==> config.mk <==
export PLATFORM = sky130hd
export DESIGN_NAME = fbr_ctrl
export DESIGN_NICKNAME = d
export VERILOG_FILES = /design/src/design/fbr_pkg.sv /design/src/design/fbr_ctrl.sv
export SDC_FILE = /design/constraint.sdc
export NUM_CORES = 1
export LEC_CHECK = 0
export BUFFER_PORTS_ARGS = -buffer_cell sky130_fd_sc_hd__buf_2
export CAP_MARGIN = 20
export CORE_AREA = 2 2 39 41
export DETAILED_ROUTE_END_ITERATION = 10
export DIE_AREA = 0 0 41 43
export PLACE_DENSITY_LB_ADDON = 0.1
export RECOVER_POWER = 100
export SLEW_MARGIN = 10
export SYNTH_ARGS = -nofsm -noshare
export SYNTH_HDL_FRONTEND = slang
export SYNTH_SLANG_ARGS = --single-unit
==> constraint.sdc <==
create_clock -name clk_i -period 1.7 [get_ports clk_i]
set_clock_uncertainty 0.1 [all_clocks]
set_input_delay 0.34 -clock clk_i [delete_from_list [all_inputs] [get_ports clk_i]]
set_output_delay 0.34 -clock clk_i [all_outputs]
set_load 0.01 [all_outputs]
==> src/design/fbr_pkg.sv <==
// Package for the page framebuffer line and circle raster engine.
// Holds command kinds, panel geometry, controller state and the
// command/status structs; no dependencies.
`timescale 1ns / 1ps

package fbr_pkg;

  // Command kinds carried in the input tuser
  typedef enum logic [1:0] {
    KIND_PLOT   = 2'd0,
    KIND_LINE   = 2'd1,
    KIND_CIRCLE = 2'd2,
    KIND_READ   = 2'd3
  } fbr_kind_e;

  // Panel geometry: wide (mode 0) and tall (mode 1) layouts
  localparam int PANEL_W_WIDE = 132;
  localparam int PANEL_H_WIDE = 32;
  localparam int PANEL_W_TALL = 128;
  localparam int PANEL_H_TALL = 64;

  // Framebuffer byte index and read address widths
  localparam int IDX_W       = 10;
  localparam int BYTE_ADDR_W = 10;
  localparam int PIXEL_W     = 8;

  // Configuration register indexes (paddr[2])
  localparam logic REG_PANEL_MODE = 1'b0;

  // Controller states, one-hot
  typedef enum logic [4:0] {
    S_CLEAR = 5'b00001,
    S_IDLE  = 5'b00010,
    S_READ  = 5'b00100,
    S_WRITE = 5'b01000,
    S_DONE  = 5'b10000
  } fbr_state_e;

  // Commands from controller to datapath
  typedef struct packed {
    logic clr;       // write zero at the clear counter and advance it
    logic load;      // capture a new command and set up the steppers
    logic wr;        // write back the modified byte or capture read data
    logic step;      // advance the line or circle stepper
    logic load_out;  // move the result into the output register
  } fbr_cmd_t;

  // Status from datapath to controller
  typedef struct packed {
    fbr_kind_e kind;
    logic      clr_last;   // clear counter at the last byte
    logic      line_last;  // line at its end point
    logic      circ_last;  // circle step leaves x non-negative
    logic      sub_last;   // fourth octant pixel of a circle step
  } fbr_status_t;

endpackage

==> src/design/fbr_ctrl.sv <==
// Controller of the raster engine: clearing pass, command sequencing,
// read-modify-write timing and output handshake.
// Depends on fbr_pkg.
`timescale 1ns / 1ps

module fbr_ctrl (
  input  logic                 clk_i,
  input  logic                 rst_ni,
  input  logic                 s_tvalid_i,
  output logic                 s_tready_o,
  output logic                 m_tvalid_o,
  input  logic                 m_tready_i,
  input  fbr_pkg::fbr_status_t status_i,
  output fbr_pkg::fbr_cmd_t    cmd_o
);

  fbr_pkg::fbr_state_e state_q, state_d;
  logic                out_valid_q, out_valid_d;

  // Sequence one command through read and write cycles
  always_comb begin
    state_d     = state_q;
    cmd_o       = '0;
    out_valid_d = out_valid_q;
    // Drop the result once the receiver takes it
    if (m_tready_i) begin
      out_valid_d = 1'b0;
    end
    case (state_q)
      fbr_pkg::S_CLEAR: begin
        cmd_o.clr = 1'b1;
        if (status_i.clr_last) begin
          state_d = fbr_pkg::S_IDLE;
        end
      end
      fbr_pkg::S_IDLE: begin
        if (s_tvalid_i) begin
          cmd_o.load = 1'b1;
          state_d    = fbr_pkg::S_READ;
        end
      end
      fbr_pkg::S_READ: begin
        state_d = fbr_pkg::S_WRITE;
      end
      fbr_pkg::S_WRITE: begin
        cmd_o.wr = 1'b1;
        case (status_i.kind)
          fbr_pkg::KIND_LINE: begin
            if (status_i.line_last) begin
              state_d = fbr_pkg::S_DONE;
            end else begin
              cmd_o.step = 1'b1;
              state_d    = fbr_pkg::S_READ;
            end
          end
          fbr_pkg::KIND_CIRCLE: begin
            cmd_o.step = 1'b1;
            if (status_i.sub_last && status_i.circ_last) begin
              state_d = fbr_pkg::S_DONE;
            end else begin
              state_d = fbr_pkg::S_READ;
            end
          end
          default: begin
            state_d = fbr_pkg::S_DONE;
          end
        endcase
      end
      fbr_pkg::S_DONE: begin
        // Hold until the output register is free
        if (!out_valid_q || m_tready_i) begin
          cmd_o.load_out = 1'b1;
          out_valid_d    = 1'b1;
          state_d        = fbr_pkg::S_IDLE;
        end
      end
      default: begin
        state_d = fbr_pkg::S_IDLE;
      end
    endcase
  end

  always_ff @(posedge clk_i or negedge rst_ni) begin
    if (!rst_ni) begin
      state_q     <= fbr_pkg::S_CLEAR;
      out_valid_q <= 1'b0;
    end else begin
      state_q     <= state_d;
      out_valid_q <= out_valid_d;
    end
  end

  assign s_tready_o = state_q == fbr_pkg::S_IDLE;
  assign m_tvalid_o = out_valid_q;

endmodule

==> results.tsv, run 1 <==
metric	value	unit
shortest period the worst path allows	1.71	ns
Hold WC Path Type	in2reg	
DIE WIDTH	41	um
CP Max Fanout	3	
DRT Pass-1 Iters	4	
nets@finish	83	
final worst-path cycle share	100	%
CP Class	reg2out	
post-route ant nets	0	
GPL Wtd Cong	0.711	
setup slack at placement	0.133	ns
#FFs+latches synth	6	
Mean Syn Cell Area	9.26	sq um
Post-Place Cells	75	
drt wl/cell	10.4	um
Leak	0.335	nW
final WL	897	um
total core area	1380	sq um
EDFF count, synth	0	
via/cell ratio	4.67	
Max Transition Viols Final	0	
CTS Root Cell	clkbuf_4	
largest net degree at the start of global routing	7	
Site Rows	14	
FILL cells	146	
final hold violation count	0	
max-cap viol count	0	
Port Buffer Count	16	
Setup TNS Final	-0.00839	ns
final setup violation count	2	
failing checks	negative setup slack	
Clock Tree Buf Depth	2	
Slew @ Worst Pin	0.331	ns
Post-synth ARST share	100	%
slew margin rel.	77.9	%
Synth warnings	0	
area of the multi-input gates	229	sq um
ANT cells	0	
Hold Path Cell Cnt	2	
worst r2r path cells	5	
Congestion Overflow GR	0	
Reg clk slew, reported paths	0.05	ns
Crit-path slowest cell	dfrtp_1	
Syn Std Cell Area	389	sq um
DRC errors left	0	
CTS tree	yes	
Syn Inst Count	42	
drt first-iter violations	4	
Non-Filler Instances	86	
Max IR drop VDD	0.000492	V
RSZ-0062 raised after global routing	yes	
Synth-to-Final Area Change	52.7	%
htree depth	1	
Area contributors post-synth	dfrtp_1 32%, dfstp_2 6.8%, ha_1 6.4%	
Vias	402	
vias in the first global route	376	
HPWL after DPL	714	um
TritonCTS buffer count	3	
CTS sink cnt	6	
fmax	586	MHz
final setup margin	-0.00645	ns
first-pass GRT wire length	1440	um
status	finished, violations left	
Power per Cell Area	1210	nW/um^2
Synth top area share	32.2	%
initial antenna violation count	0	
sequential element share of the synthesized area	38.9	%
Top FF cell, synth	dfrtp_1	
CP Data Required Time	1.26	ns
area of the die	1760	sq um
syn_nets	54	
Initial Util	28.1	%
Yosys cell types	24	
share of post-route cells with drive strength above 1	45.7	%
Reg area	153	sq um
nature of the critical path endpoint	output pin	
CP Launch Type	flop	
IO Count	17	
Arr. time, crit path	1.27	ns
chip height	43	um
Clock Latency Late Sink	0.25	ns
Crit path largest cell delay	0.39	ns
area leader, netlist	dfrtp_1	
critical path cell sequence	nor2_2 > nand4bb_1 > buf_4 > inv_2 > buf_6	
GR Util All Layers	12.9	%
-- synth_stat cells, types with 2 or more instances --
master and count:
inv_1 5, and3_1 3, nor2_1 5, dfrtp_1 5, nor3_1 2, nor2b_1 2
ha_1 2, nand2_1 2
-- timing repair --
item	in CTS	in global routing
setup buffers	5	1
hold buffers	1	0
hold endpoints to repair	5	0
resized for setup	4	1
endpoints found under the setup margin	4	5
pin swaps	5	1
-- area by class of cell --
cell class	count	area share, %
tap	16	3.37
multi-input combinational	31	38.5
timing repair buffer	24	24.8
clock buffer	4	4.42
inverter	5	3.16
sequential	6	25.7
-- layout by cell type, fill, tap and decap left out, drive strengths merged, types with 2 or more instances in the layout --
master and n:
and3 3, buf 22, clkbuf 5, dfrtp 5, ha 2, inv 5
nand2 2, nor2 6, nor2b 2, nor3 2, o32ai 2
-- where the power goes --
group | switching (mW) | internal (mW)
combinational | 0.154 | 0.197
sequential | 0.0456 | 0.178
clock | 0.0552 | 0.0892
total | 0.255 | 0.464
-- cell families (layout without fill, tap and decap cells) --
kind of cell	Yosys count	after routing	synth area share, %
AOI/OAI and AO/OA	7	7	15.1
xor gates and xnor gates	1	1	2.25
adders and majority gates	2	2	6.43
buffers and inverters	5	33	4.82
DFF	6	6	38.9
and+or+nand+nor	21	21	32.5
-- registers in the layout (all words and copies together) (netlist names) --
register    flops
m_tvalid_o      1
state_q         5
-- metal layers --
metal  track usage [%]  up-vias  share of wire, %
met5                 0        -                 0
met4              6.00        0                 0
met3              7.85        0               4.1
met2              19.4       12                55
met1              13.7      185                41
li1                  -      205                 -
-- worst max-delay path, delay by kind of cell, from the launching register on --
kind | cells | cell delay, ns
buffers and inverters | 3 | 0.30
flip-flops | 1 | 0.39
AND/OR/NAND/NOR | 2 | 0.32
-- path summary, 6_finish.rpt --
| check | from | endpoint | slack [ns] |
|---|---|---|---|
| worst max-delay path | state_q[2] | cmd_o[2] | -0.006 |
| worst min-delay path | s_tvalid_i | state_q[1] | 0.20 |
| worst max register to register | state_q[2] | state_q[2] | 0.23 |
| worst min register to register | m_tvalid_o | m_tvalid_o | 0.43 |
| max in group asynchronous | rst_ni | state_q[0] | 0.81 |
| min in group asynchronous | rst_ni | state_q[1] | 0.40 |
-- stage by stage --
step	total power [mW]	util [%]	instance area (sq um)	hold slack, ns
2_1_floorplan	0.405	-	389	-0.0556
3_3_place_gp	0.499	35.9	497	0.0716
3_5_place_dp	0.497	35.9	497	0.0741
4_1_cts	0.712	42.1	583	0.196
5_1_grt	0.788	42.9	594	0.188
6_report	0.719	42.9	594	0.199
Note: power is estimated with default switching activity, not from simulation.
==> run 2: changes to the inputs <==
clock period = 1.8 ns   (was 1.7 ns; I/O delays follow)
==> results.tsv, run 2 (same netlist as run 1, synthesis figures left out) <==
metric	value	unit	change
most frequent cells in the layout	14 x buf_2, 5 x inv_1, 4 x nor2_1, 4 x clkbuf_4		
CP Class	reg2out		
final hold violation count	0		unchanged
Site Rows	14		unchanged
final instance area	573	sq um	-3.6%
Largest register FFs	5		unchanged
CTS tree	yes		
Max IR drop VDD	0.000438	V	-11%
Post-DP Area	504	sq um	+1.5%
CTS Root Cell	clkbuf_4		
first-pass GRT wire length	1390	um	-3.4%
r2r setup slk	0.37	ns	+0.14 ns
largest net degree at the start of global routing	7		unchanged
setup slack at placement	0.177	ns	+0.0441 ns
register bank with the most flops	state_q		
final worst-path cycle share	99.7	%	
RSZ-0062 raised after global routing	yes		
Port Buffer Count	16		unchanged
total core area	1380	sq um	unchanged
nets@finish	80		-3.6%
Synth-to-Final Area Change	47.3	%	
Power per Cell Area	1150	nW/um^2	-4.7%
Vias	392		-2.5%
DRC errors left	0		unchanged
CP Max Fanout	6		+3
CP Launch Type	flop		
Min-Delay Endpoint	state_q[1]		
Hold Path Cell Cnt	2		unchanged
CP Data Required Time	1.34	ns	+0.08 ns
commonest non-fill, non-tap cell in the layout	buf_2		
fmax	557	MHz	
final WL	942	um	+5.0%
GPL Wtd Cong	0.651		-8.4%
GR Util All Layers	12.1	%	-0.81 points
area of the die	1760	sq um	unchanged
final setup violation count	0		-2
vias in the first global route	341		-9.3%
Max Transition Viols Final	0		unchanged
TritonCTS buffer count	3		unchanged
Congestion Overflow GR	0		unchanged
DIE WIDTH	41	um	unchanged
Arr. time, crit path	1.33	ns	+0.06 ns
ANT cells	0		unchanged
Post-Place Cells	76		+1.3%
Non-Filler Instances	83		-3.5%
Reg clk slew, reported paths	0.05	ns	about the same
Core Util, Final	41.4	%	-1.5 points
final total power	0.661	mW	-8.1%
Leak	0.317	nW	-5.6%
Initial Util	28.1	%	unchanged
max-cap viol count	0		unchanged
share of post-route cells with drive strength above 1	43.3	%	-2.4 points
HPWL after DPL	706	um	-1.2%
nature of the critical path endpoint	output pin		
Clock Latency Late Sink	0.24	ns	about the same
min-delay src	s_tvalid_i		
Hold WC Path Type	in2reg		
CTS sink cnt	6		unchanged
post-route ant nets	0		unchanged
shortest period the worst path allows	1.79	ns	
end of the worst register-to-register path	state_q[1]		
worst r2r src	state_q[2]		
final setup margin	0.00556	ns	+0.0120 ns
initial antenna violation count	0		unchanged
FILL cells	154		+5.5%
DRT Pass-1 Iters	2		-2
worst r2r path cells	4		-1
slew margin rel.	78.2	%	+0.23 points
htree depth	1		unchanged
via/cell ratio	4.72		+1.0%
drt first-iter violations	6		+2
chip height	43	um	unchanged
Slew @ Worst Pin	0.327	ns	-0.00345 ns
IO Count	17		unchanged
drt wl/cell	11.3	um	+8.8%
status	complete, no violations		
Clock Tree Buf Depth	2		unchanged
## run 2: changes by cell type in the layout (fill, tap and decap cells not counted), sizes merged
cell,previous run,this run
clkbuf,5,7
buf,22,17
## run 2: per-layer routing
layer  vias up  GRT usage (%)  routed length (um)
li1        203              -                   -
met1       176           13.4                 392
met2        13           18.8                 480
met3         0           8.38                  69
met4         0           2.00                   0
met5         -              0                   0
## run 2: stage by stage
step                      setup TNS [ns]  hold slack (ns)
final                                  0            0.220
after global routing             -0.0985            0.229
after CTS                              0            0.222
after detailed placement               0           0.0945
after global placement                 0           0.0928
after floorplan                        0          -0.0356
## run 2: worst max-delay path, cell delays in order, from the launching register on
cell and delay, ns:
dfstp_2 0.59, nand4bb_1 0.19, buf_4 0.15, inv_1 0.03
buf_2 0.12
## run 2: area by class of cell
type                    instances  area, sq um  area share (%)
multi-input cells              31          235            41.0
flip-flops and latches          6          154            26.9
repair buffers                 21          119            20.7
clock buffers                   4         26.3            4.59
well taps                      16         20.0            3.49
inverters                       5         18.8            3.28
## run 2: worst max-delay path by stage
stage                    end  slack [ns]  cells after the start   startpoint
detailed placement  cmd_o[1]        0.18                      5  status_i[4]
finish              cmd_o[2]       0.006                      4   state_q[0]
global route        cmd_o[2]       -0.05                      4   state_q[0]
global placement    cmd_o[1]        0.17                      5  status_i[4]
CTS                 cmd_o[0]       0.004                      4   state_q[3]
floorplan           cmd_o[1]        0.32                      3   state_q[2]
## run 2: what timing repair did
action,in CTS,in global routing
pin swaps,1,3
buffers inserted,0,2
resized for setup,1,6
hold buffers,1,0
endpoints found under the hold margin,5,0
gates cloned,0,0
endpoints found under the setup margin,2,4
## run 2: report_power, final
group,switching [mW],internal (mW)
Sequential,0.0497,0.171
Combinational,0.142,0.162
Clock,0.0518,0.0842
==> run 3: changes to the inputs <==
CORE_AREA = not set   (was 2 2 39 41)
CORE_UTILIZATION = 25   (was not set)
DIE_AREA = not set   (was 0 0 41 43)
==> results.tsv, run 3 (same netlist as run 1, synthesis figures left out) <==
metric	value	unit	change
status	complete, no violations		
Reg clk slew, reported paths	0.05	ns	about the same
Leak	0.337	nW	+6.3%
Hold WC Path Type	in2reg		
CP Max Fanout	4		-2
FILL cells	160		+3.9%
largest net degree at the start of global routing	7		unchanged
CTS tree	yes		
first-pass GRT wire length	1570	um	+12%
Vias	414		+5.6%
commonest non-fill, non-tap cell in the layout	buf_2		
Port Buffer Count	16		unchanged
nets@finish	84		+5.0%
shortest period the worst path allows	1.75	ns	-0.0492 ns
final total power	0.702	mW	+6.2%
Arr. time, crit path	1.29	ns	-0.04 ns
final WL	962	um	+2.1%
htree depth	1		unchanged
final worst-path cycle share	97.0	%	-2.7 points
CP Class	reg2out		
fmax	573	MHz	+2.8%
Largest register FFs	5		unchanged
ANT cells	0		unchanged
nature of the critical path endpoint	output pin		
most frequent cells in the layout	14 x buf_2, 8 x buf_4, 5 x nor2_1		
final hold violation count	0		unchanged
DRC errors left	0		unchanged
CP Data Required Time	1.34	ns	about the same
register bank with the most flops	state_q		
initial antenna violation count	0		unchanged
chip height	41.5	um	-3.6%
DIE WIDTH	41.5	um	+1.1%
Max Transition Viols Final	0		unchanged
Slew @ Worst Pin	0.310	ns	-0.0172 ns
final instance area	607	sq um	+5.9%
Power per Cell Area	1160	nW/um^2	+0.28%
DRT Pass-1 Iters	4		+2
slew margin rel.	79.3	%	+1.1 points
post-route ant nets	0		unchanged
area of the die	1720	sq um	-2.5%
IO Count	17		unchanged
TritonCTS buffer count	3		unchanged
vias in the first global route	399		+17%
Initial Util	28.5	%	+0.36 points
CTS Root Cell	clkbuf_4		
drt first-iter violations	6		unchanged
via/cell ratio	4.81		+1.9%
WHS	0.210	ns	-0.00955 ns
RSZ-0062 raised after global routing	yes		
GPL Wtd Cong	0.648		-0.55%
Clock Latency Late Sink	0.26	ns	+0.02 ns
Clock Tree Buf Depth	2		unchanged
drt wl/cell	11.2	um	-1.4%
final setup violation count	0		unchanged
CP Launch Type	flop		
share of post-route cells with drive strength above 1	47.9	%	+4.6 points
HPWL after DPL	698	um	-1.0%
Synth-to-Final Area Change	55.9	%	
Site Rows	13		-1
Post-DP Area	495	sq um	-1.7%
Max IR drop VDD	0.000420	V	-4.0%
Congestion Overflow GR	0		unchanged
GR Util All Layers	12.4	%	+0.26 points
max-cap viol count	0		unchanged
total core area	1370	sq um	-1.3%
CTS sink cnt	6		unchanged
## run 3: what timing repair did
item / CTS / global route
cloned: 0 / 0
resized for setup: 2 / 5
hold buffers: 1 / 0
setup buffers: 2 / 5
pin swaps: 1 / 2
setup endpoints to repair: 2 / 4
endpoints found under the hold margin: 5 / 0
## run 3: routing by layer
layer  vias up  wire length [um]  global-route usage (%)
met2        12               476                    20.3
met1       191               408                    12.8
met5         -                 0                       0
li1        207                 -                       -
met4         0                26                    3.87
met3         4                51                    7.83
## run 3: metrics by stage
step	setup WS (ns)	std cells	setup TNS, ns	util [%]
floorplan	0.320	42	0	-
global placement	0.201	74	0	36.3
detailed placement	0.171	74	0	36.3
CTS	0.0167	81	0	40.5
global route	-0.0453	86	-0.106	44.4
finish	0.0547	86	0	44.4
## run 3: area by class of cell
type / instances / area, sq um / share of cell area [%]
clock buffer: 4 / 26.3 / 4.33
inverter: 5 / 18.8 / 3.09
multi-input combinational: 31 / 234 / 38.6
sequential: 6 / 154 / 25.4
tap: 15 / 18.8 / 3.09
timing repair buffer: 25 / 155 / 25.6
## run 3: critical path: stages (launching register included)
cell and delay [ns]:
dfrtp_2 0.44, nor2_4 0.11, nand4bb_1 0.15, nor3_2 0.18, buf_2 0.15
## run 3: worst paths after layout
| path | cells past startpoint | endpoint | slack, ns | from |
|---|---|---|---|---|
| min in group asynchronous | 2 | state_q[2] | 0.40 | rst_ni |
| worst min register to register | 2 | m_tvalid_o | 0.44 | m_tvalid_o |
| worst max register to register | 4 | state_q[1] | 0.40 | state_q[2] |
| worst min-delay path | 2 | state_q[1] | 0.21 | s_tvalid_i |
| max in group asynchronous | 2 | state_q[0] | 0.91 | rst_ni |
| worst max-delay path | 4 | cmd_o[1] | 0.05 | state_q[4] |
## run 3: report_power, final
| part | switching [mW] | internal (mW) |
|---|---|---|
| registers | 0.0430 | 0.169 |
| clock network | 0.0585 | 0.0846 |
| logic | 0.151 | 0.195 |
| total | 0.253 | 0.449 |
